**src/design/tcot_pkg.sv**
```systemverilog
// Package: shared types, codes and constants of the clock offset tracker.
`timescale 1ns / 1ps

package tcot_pkg;

    localparam int unsigned TIME_W   = 64;
    localparam int unsigned BOOT_W   = 32;
    localparam int unsigned RTT_W    = 32;
    localparam int unsigned SHIFT_W  = 3;
    localparam int unsigned PROD_W   = 52;
    localparam int unsigned CFG_IDX_W = 2;
    localparam int unsigned CFG_DAT_W = 32;

    localparam logic [RTT_W-1:0]   MAX_RTT_RESET = 32'd50000000;
    localparam logic [SHIFT_W-1:0] SHIFT_RESET   = 3'd3;
    localparam logic [19:0]        MS_TO_NS      = 20'd1000000;

    localparam logic [TIME_W-1:0] S64_MAX = 64'h7FFF_FFFF_FFFF_FFFF;
    localparam logic [TIME_W-1:0] S64_MIN = 64'h8000_0000_0000_0000;

    // input kinds
    localparam logic [1:0] KIND_SYNC    = 2'd0;
    localparam logic [1:0] KIND_REQUEST = 2'd1;
    localparam logic [1:0] KIND_STAMP   = 2'd2;
    localparam logic [1:0] KIND_UNUSED  = 2'd3;

    // result kinds
    localparam logic [2:0] RK_REPLY    = 3'd0;
    localparam logic [2:0] RK_REQUEST  = 3'd1;
    localparam logic [2:0] RK_REJECTED = 3'd2;
    localparam logic [2:0] RK_LOCKED   = 3'd3;
    localparam logic [2:0] RK_UPDATED  = 3'd4;
    localparam logic [2:0] RK_STAMP    = 3'd5;

    // configuration register indexes
    localparam logic [CFG_IDX_W-1:0] REG_MAX_RTT = 2'd0;
    localparam logic [CFG_IDX_W-1:0] REG_SHIFT   = 2'd1;

    typedef struct packed {
        logic [1:0]        kind;
        logic [TIME_W-1:0] remote_tc1;
        logic [TIME_W-1:0] remote_ts1;
        logic [TIME_W-1:0] host_now_ns;
        logic [BOOT_W-1:0] boot_ms;
    } t_item;

    typedef struct packed {
        logic [2:0]        result_kind;
        logic [TIME_W-1:0] msg_tc1;
        logic [TIME_W-1:0] msg_ts1;
        logic [TIME_W-1:0] stamp_ns;
        logic              stamp_synced;
        logic [TIME_W-1:0] offset_out_ns;
        logic [TIME_W-1:0] round_trip_ns;
    } t_result;

    typedef struct packed {
        logic              valid;
        logic              sync_valid;
        logic [TIME_W-1:0] offset_est;
    } t_state;

endpackage

```
**src/design/tcot_calc.sv**
```systemverilog
// Datapath: per-item offset filter, message builder and stamp conversion.
`timescale 1ns / 1ps

module tcot_calc (
    input  tcot_pkg::t_item                 i_item,
    input  tcot_pkg::t_state                i_state,
    input  logic [tcot_pkg::RTT_W-1:0]      i_max_rtt,
    input  logic [tcot_pkg::SHIFT_W-1:0]    i_shift,
    output tcot_pkg::t_result               o_result,
    output tcot_pkg::t_state                o_state
);

    logic [64:0] rtt_w;
    logic        rtt_bad;
    logic [64:0] sum_w;
    logic [64:0] sum_adj;
    logic [63:0] avg;
    logic [64:0] smp_w;
    logic [63:0] sample;
    logic [64:0] err_w;
    logic [64:0] mag_w;
    logic [63:0] step;
    logic [63:0] upd;
    logic [tcot_pkg::PROD_W-1:0] prod;
    logic [64:0] st_w;
    logic [63:0] off;

    assign off = i_state.offset_est;

    assign rtt_w   = {i_item.host_now_ns[63], i_item.host_now_ns}
                   - {i_item.remote_ts1[63], i_item.remote_ts1};
    assign rtt_bad = rtt_w[64] || (rtt_w[63:32] != 32'd0) || (rtt_w[31:0] > i_max_rtt);

    // halve the exact sum toward zero
    assign sum_w   = {i_item.remote_ts1[63], i_item.remote_ts1}
                   + {i_item.host_now_ns[63], i_item.host_now_ns};
    assign sum_adj = sum_w + {64'd0, sum_w[64]};
    assign avg     = sum_adj[64:1];

    assign smp_w  = {avg[63], avg} - {i_item.remote_tc1[63], i_item.remote_tc1};
    assign sample = (smp_w[64] != smp_w[63]) ?
                    (smp_w[64] ? tcot_pkg::S64_MIN : tcot_pkg::S64_MAX) : smp_w[63:0];

    assign err_w = {sample[63], sample} - {off[63], off};
    assign mag_w = err_w[64] ? (~err_w + 65'd1) : err_w;
    assign step  = mag_w[63:0] >> i_shift;
    assign upd   = err_w[64] ? (off - step) : (off + step);

    assign prod = tcot_pkg::PROD_W'(i_item.boot_ms) * tcot_pkg::PROD_W'(tcot_pkg::MS_TO_NS);
    assign st_w = {13'd0, prod} + {off[63], off};

    always_comb begin
        o_state              = i_state;
        o_state.valid        = 1'b1;
        o_result             = '0;
        o_result.result_kind = tcot_pkg::RK_REPLY;
        unique case (i_item.kind)
            tcot_pkg::KIND_SYNC: begin
                if (i_item.remote_tc1 == 64'd0) begin
                    o_result.result_kind = tcot_pkg::RK_REPLY;
                    o_result.msg_tc1     = i_item.host_now_ns;
                    o_result.msg_ts1     = i_item.remote_ts1;
                end else begin
                    o_result.round_trip_ns = rtt_w[63:0];
                    if (rtt_bad) begin
                        o_result.result_kind = tcot_pkg::RK_REJECTED;
                    end else if (!i_state.sync_valid) begin
                        o_result.result_kind = tcot_pkg::RK_LOCKED;
                        o_state.offset_est   = sample;
                        o_state.sync_valid   = 1'b1;
                    end else begin
                        o_result.result_kind = tcot_pkg::RK_UPDATED;
                        o_state.offset_est   = upd;
                    end
                end
            end
            tcot_pkg::KIND_REQUEST: begin
                o_result.result_kind = tcot_pkg::RK_REQUEST;
                o_result.msg_ts1     = i_item.host_now_ns;
            end
            tcot_pkg::KIND_STAMP: begin
                o_result.result_kind = tcot_pkg::RK_STAMP;
                o_result.stamp_ns    = i_item.host_now_ns;
                if (i_item.boot_ms != '0 && i_state.sync_valid) begin
                    if (!st_w[64] && st_w[63]) begin
                        o_result.stamp_ns     = tcot_pkg::S64_MAX;
                        o_result.stamp_synced = 1'b1;
                    end else if (!st_w[64] && st_w[63:0] != 64'd0) begin
                        o_result.stamp_ns     = st_w[63:0];
                        o_result.stamp_synced = 1'b1;
                    end
                end
            end
            tcot_pkg::KIND_UNUSED: begin
                o_state.valid = 1'b0;
            end
            default: begin
                o_state.valid = 1'b0;
            end
        endcase
        o_result.offset_out_ns = o_state.offset_est;
    end

endmodule

```
**src/design/two_way_clock_offset_tracker_core.sv**
```systemverilog
// Two-way clock offset tracker: input register, datapath, result register.
// Each item is held in the input register, then its result in the result register.
// One item per cycle unless the master stalls; the next item sees each offset update.
// An unused kind is taken and produces no result. Config port is always ready.
// Reset (sync, active low): offset 0, not locked, max round trip 50000000 ns,
// smoothing shift 3, both pipeline stages empty.
`timescale 1ns / 1ps

module two_way_clock_offset_tracker_core (
    input  logic          i_clk,
    input  logic          i_rst_n,
    // tdata: remote_tc1[63:0], remote_ts1[127:64], host_now_ns[191:128], boot_ms[223:192]
    input  logic          s_axis_tvalid,
    output logic          s_axis_tready,
    input  logic [223:0]  s_axis_tdata,
    // tuser: kind[1:0]
    input  logic [1:0]    s_axis_tuser,
    output logic          m_axis_tvalid,
    input  logic          m_axis_tready,
    // tdata: msg_tc1[63:0], msg_ts1[127:64], stamp_ns[191:128], stamp_synced[192],
    //        offset_out_ns[256:193], round_trip_ns[320:257], zero pad[327:321]
    output logic [327:0]  m_axis_tdata,
    // tuser: result_kind[2:0]
    output logic [2:0]    m_axis_tuser,
    input  logic          i_cfg_valid,
    output logic          o_cfg_ready,
    input  logic [tcot_pkg::CFG_IDX_W-1:0] i_cfg_index,
    input  logic [tcot_pkg::CFG_DAT_W-1:0] i_cfg_data
);

    logic                          r_in_valid;
    tcot_pkg::t_item               r_in;
    logic                          r_out_valid;
    tcot_pkg::t_result             r_out;
    logic                          r_sync_valid;
    logic [63:0]                   r_offset;
    logic [tcot_pkg::RTT_W-1:0]    r_max_rtt;
    logic [tcot_pkg::SHIFT_W-1:0]  r_shift;

    logic                          advance;
    tcot_pkg::t_state              cur_state;
    tcot_pkg::t_state              n_state;
    tcot_pkg::t_result             n_result;

    assign advance       = !r_out_valid || m_axis_tready;
    assign s_axis_tready = !r_in_valid || advance;
    assign o_cfg_ready   = 1'b1;

    assign cur_state.valid      = r_in_valid;
    assign cur_state.sync_valid = r_sync_valid;
    assign cur_state.offset_est = r_offset;

    tcot_calc u_calc (
        .i_item    (r_in),
        .i_state   (cur_state),
        .i_max_rtt (r_max_rtt),
        .i_shift   (r_shift),
        .o_result  (n_result),
        .o_state   (n_state)
    );

    always_ff @(posedge i_clk) begin
        if (!i_rst_n) begin
            r_in_valid   <= 1'b0;
            r_out_valid  <= 1'b0;
            r_sync_valid <= 1'b0;
            r_offset     <= '0;
            r_max_rtt    <= tcot_pkg::MAX_RTT_RESET;
            r_shift      <= tcot_pkg::SHIFT_RESET;
        end else begin
            if (s_axis_tready) begin
                r_in_valid <= s_axis_tvalid;
            end
            if (advance) begin
                r_out_valid <= r_in_valid && n_state.valid;
                if (r_in_valid && n_state.valid) begin
                    r_sync_valid <= n_state.sync_valid;
                    r_offset     <= n_state.offset_est;
                end
            end
            if (i_cfg_valid) begin
                if (i_cfg_index == tcot_pkg::REG_MAX_RTT) begin
                    r_max_rtt <= i_cfg_data;
                end else if (i_cfg_index == tcot_pkg::REG_SHIFT) begin
                    r_shift <= i_cfg_data[tcot_pkg::SHIFT_W-1:0];
                end
            end
        end
    end

    always_ff @(posedge i_clk) begin
        if (s_axis_tready && s_axis_tvalid) begin
            r_in.kind        <= s_axis_tuser;
            r_in.remote_tc1  <= s_axis_tdata[63:0];
            r_in.remote_ts1  <= s_axis_tdata[127:64];
            r_in.host_now_ns <= s_axis_tdata[191:128];
            r_in.boot_ms     <= s_axis_tdata[223:192];
        end
        if (advance && r_in_valid) begin
            r_out <= n_result;
        end
    end

    assign m_axis_tvalid = r_out_valid;
    assign m_axis_tuser  = r_out.result_kind;
    assign m_axis_tdata  = {7'd0, r_out.round_trip_ns, r_out.offset_out_ns,
                            r_out.stamp_synced, r_out.stamp_ns, r_out.msg_ts1,
                            r_out.msg_tc1};

endmodule

```
**config.mk**
```make
export PLATFORM = sky130hd
export DESIGN_NAME = two_way_clock_offset_tracker_core
export DESIGN_NICKNAME = d
export VERILOG_FILES = /design/src/design/tcot_pkg.sv /design/src/design/tcot_calc.sv /design/src/design/two_way_clock_offset_tracker_core.sv
export SDC_FILE = /design/constraint.sdc
export NUM_CORES = 2
export LEC_CHECK = 0
export BUFFER_PORTS_ARGS = -buffer_cell sky130_fd_sc_hd__buf_2
export CAP_MARGIN = 20
export CORE_MARGIN = 2
export CORE_UTILIZATION = 45
export DETAILED_ROUTE_END_ITERATION = 10
export PLACE_DENSITY_LB_ADDON = 0.25
export SLEW_MARGIN = 20
export SYNTH_ARGS = -nofsm -noshare
export SYNTH_HDL_FRONTEND = slang
export SYNTH_SLANG_ARGS = --single-unit
```
**constraint.sdc**
```tcl
create_clock -name i_clk -period 17.4 [get_ports i_clk]
set_input_delay 3.48 -clock i_clk [delete_from_list [all_inputs] [get_ports i_clk]]
set_output_delay 3.48 -clock i_clk [all_outputs]
set_load 0.1 [all_outputs]
```
==> results.cfg <==
[floorplan]
dieArea_sq_um = 145000
start_util_pct = 45.2
core_sq_um = 141000
die_y_um = 381
ios = 599
rows = 138
die_w_um = 381

[worst_setup_path]
cp_common_cell = buf_6
arrival_ns = 18.04
worst-path-stages = 91
crit_family = compound AO/OA/AOI/OAI gates
cp_slowest_stage_delay_ns = 0.59
cp-start-kind = flip-flop
crit_path_max_fanout = 9
crit_type = flip-flop to flip-flop
worst_ep_required_time_ns = 17.84
cp_num_buf_inv = 14
slowest_stage = or4b_4
reg2reg_depth = 91
end_kind = flip-flop

[clock_network]
cts_buffer_depth = 3
htreeDepth = 3
cts_buffers = 78
cts-root-buf = clkbuf_16
clk_latency_ns = 0.73
clk_pin_slew_worst_paths_ns = 0.07
clock-sinks = 652
cts_tree = done

[placement]
post-dp-hpwl_mm = 244
gp_congestion = 1.05
post_dp_cell_area_sq_um = 81600
dpl_worst_slack_ns = -2.69
dp.cells = 11343
io_buffers = 590

[timing]
hold_violations = 0
setup_ws_ns = -0.204
finalSetupViolCount = 2
fin_worst_skew_ns = 0.0432
rsz0062_at_grt = yes
holdWs_ns = 0.457
max_freq_mhz = 56.8
worst_pin_slew_ns = 1.27
finalCritPeriodShare_pct = 101
slew_violations = 0
maxSlewHeadroom_pct = 14.3
fin_crit_ns = 17.60

[layout]
num-nets-final = 10615
instances_no_fill = 11608
syn_to_final_growth_pct = 36.1
layout_commonest_cell = buf_4
mostFrequentLayoutCells = buf_4 (1865), nand2_1 (651), buf_2 (591), a21oi_1 (561), ha_1 (555)
register_area_sq_um = 18600
fillers = 12644
multiInputGateArea_sq_um = 43900
design_area_sq_um = 87000
drive_gt1_share_pct = 31.6

[global_routing]
grtUsageTotal_pct = 39.7
grt_max_degree = 74
antenna_found_initial = 42
grt_first_pass_wirelength_mm = 432
grt_pass1_vias = 67120
globalRoute.totalOverflow = 0

[synthesis]
ys_warn_count = 0
synth_cell_types = 112
synthFlopType = edfxtp_1
netlist_instances = 7402
ys_seq_area_share_pct = 29.1
netlist_top_cells_area = edfxtp_1 (26%), ha_1 (11%), a21oi_1 (4.7%)
yosys.area.top_type_share_pct = 25.9
yosysTopAreaCell = edfxtp_1
synth-seq-cells = 652
synth-async-reset-ratio_pct = 0
synth_area_sq_um = 63900
avgSynthCellArea_sq_um = 8.63
synth_edf_count = 550

[routing]
drtPass1Iterations = 7
vias = 69870
via_per_inst = 6.02
wire_per_inst_um = 25.9
drt_iter0_markers = 7594
ant_nets = 0
drc = 0
routed_wl_mm = 301

[min_path]
holdPathStages = 2
min_path_type = flip-flop to flip-flop

[status]
violations = setup timing
status = complete, but fails checks

[run]
cap_viol_max_count = 0
-- logic make-up (layout without fill, tap and decap cells) --
| logic type | after synthesis | in the layout | synth area share (%) |
|---|---|---|---|
| other cells | 2 | 24 | 0.0118 |
| xor+xnor | 466 | 466 | 6.39 |
| compound gates | 2137 | 2137 | 22.3 |
| simple gates | 2382 | 2382 | 18.5 |
| mux | 132 | 132 | 2.33 |
| flops | 652 | 652 | 29.1 |
| fa+ha+maj | 739 | 739 | 16.0 |
| buf+inv | 892 | 3186 | 5.35 |
-- routing by layer --
metal  vias to the layer above  track usage (%)  share of wire [%]
met5                         -                0               0.10
met4                        48             24.6                7.6
met3                       872             7.89                9.0
met2                      3498             61.9                 44
met1                     33716             50.7                 40
li1                      31736                -                  -
-- metrics by stage --
step	TNS [ns]	util [%]
2_1_floorplan	0	-
3_3_place_gp	-107.19	57.8
3_5_place_dp	-136.64	57.8
4_1_cts	-0.211	60.5
5_1_grt	-11.29	61.6
6_report	-0.376	61.6
-- final timing paths --
kind                                   start                           to  slack, ns
setup / recovery          r_in[32]$_DFFE_PP_  m_axis_tdata[256]$_DFFE_PP_      -0.20
hold / removal    r_max_rtt[26]$_SDFFE_PN0P_   r_max_rtt[26]$_SDFFE_PN0P_       0.46
setup reg to reg          r_in[32]$_DFFE_PP_  m_axis_tdata[256]$_DFFE_PP_      -0.20
hold reg to reg   r_max_rtt[26]$_SDFFE_PN0P_   r_max_rtt[26]$_SDFFE_PN0P_       0.46
-- synthesized netlist by cell type (all sizes together), types with 27 or more instances --
cell type    n
a211oi      81
a21boi      29
a21o       165
a21oi      603
a22o        83
a22oi       90
a311oi      27
a31oi       83
and2        52
and3       137
and4        32
buf         64
clkbuf     278
dfxtp      102
edfxtp     550
fa         141
ha         573
inv        541
mux2        42
mux2i       81
nand2      664
nand2b      80
nand3      161
nand4      110
nor2       553
nor2b       95
nor3       204
nor4        82
o2111ai     27
o211ai      86
o21a        86
o21ai      343
o21bai      96
o22ai       29
o31ai       53
or2         37
or3         62
xnor2      314
xor2       152
-- layout make-up --
class	count	area share (%)
antenna	16	0.0460
clock buffer	102	2.42
clock inverter	44	0.519
inverter	550	2.37
multi-input combinational	5864	50.4
sequential	652	21.4
tap	1890	2.72
timing repair buffer	2490	20.1
-- sequential cells by signal (all words and copies together), names as in the netlist --
signal         count
r_max_rtt         32
r_sync_valid       1
r_in             226
r_offset          64
m_axis_tdata     321
m_axis_tuser       3
r_shift            3
r_in_valid         1
m_axis_tvalid      1
-- tightest hold or removal path: stages, from the launching register on --
cell and delay [ns]:
dfxtp_1 0.31, nand2_1 0.05, a21oi_1 0.05
-- repair_timing --
item / in CTS / in global routing
endpoints found under the hold margin: 0 / 0
pin swaps: 80 / 154
setup buffers: 46 / 58
gates resized for setup: 218 / 217
gates cloned: 1 / 1
hold buffers: 0 / 0
endpoints found under the setup margin: 106 / 81
Power is not shown: default switching activity piles up to over one toggle a cycle in this logic, so the estimate is an artifact.
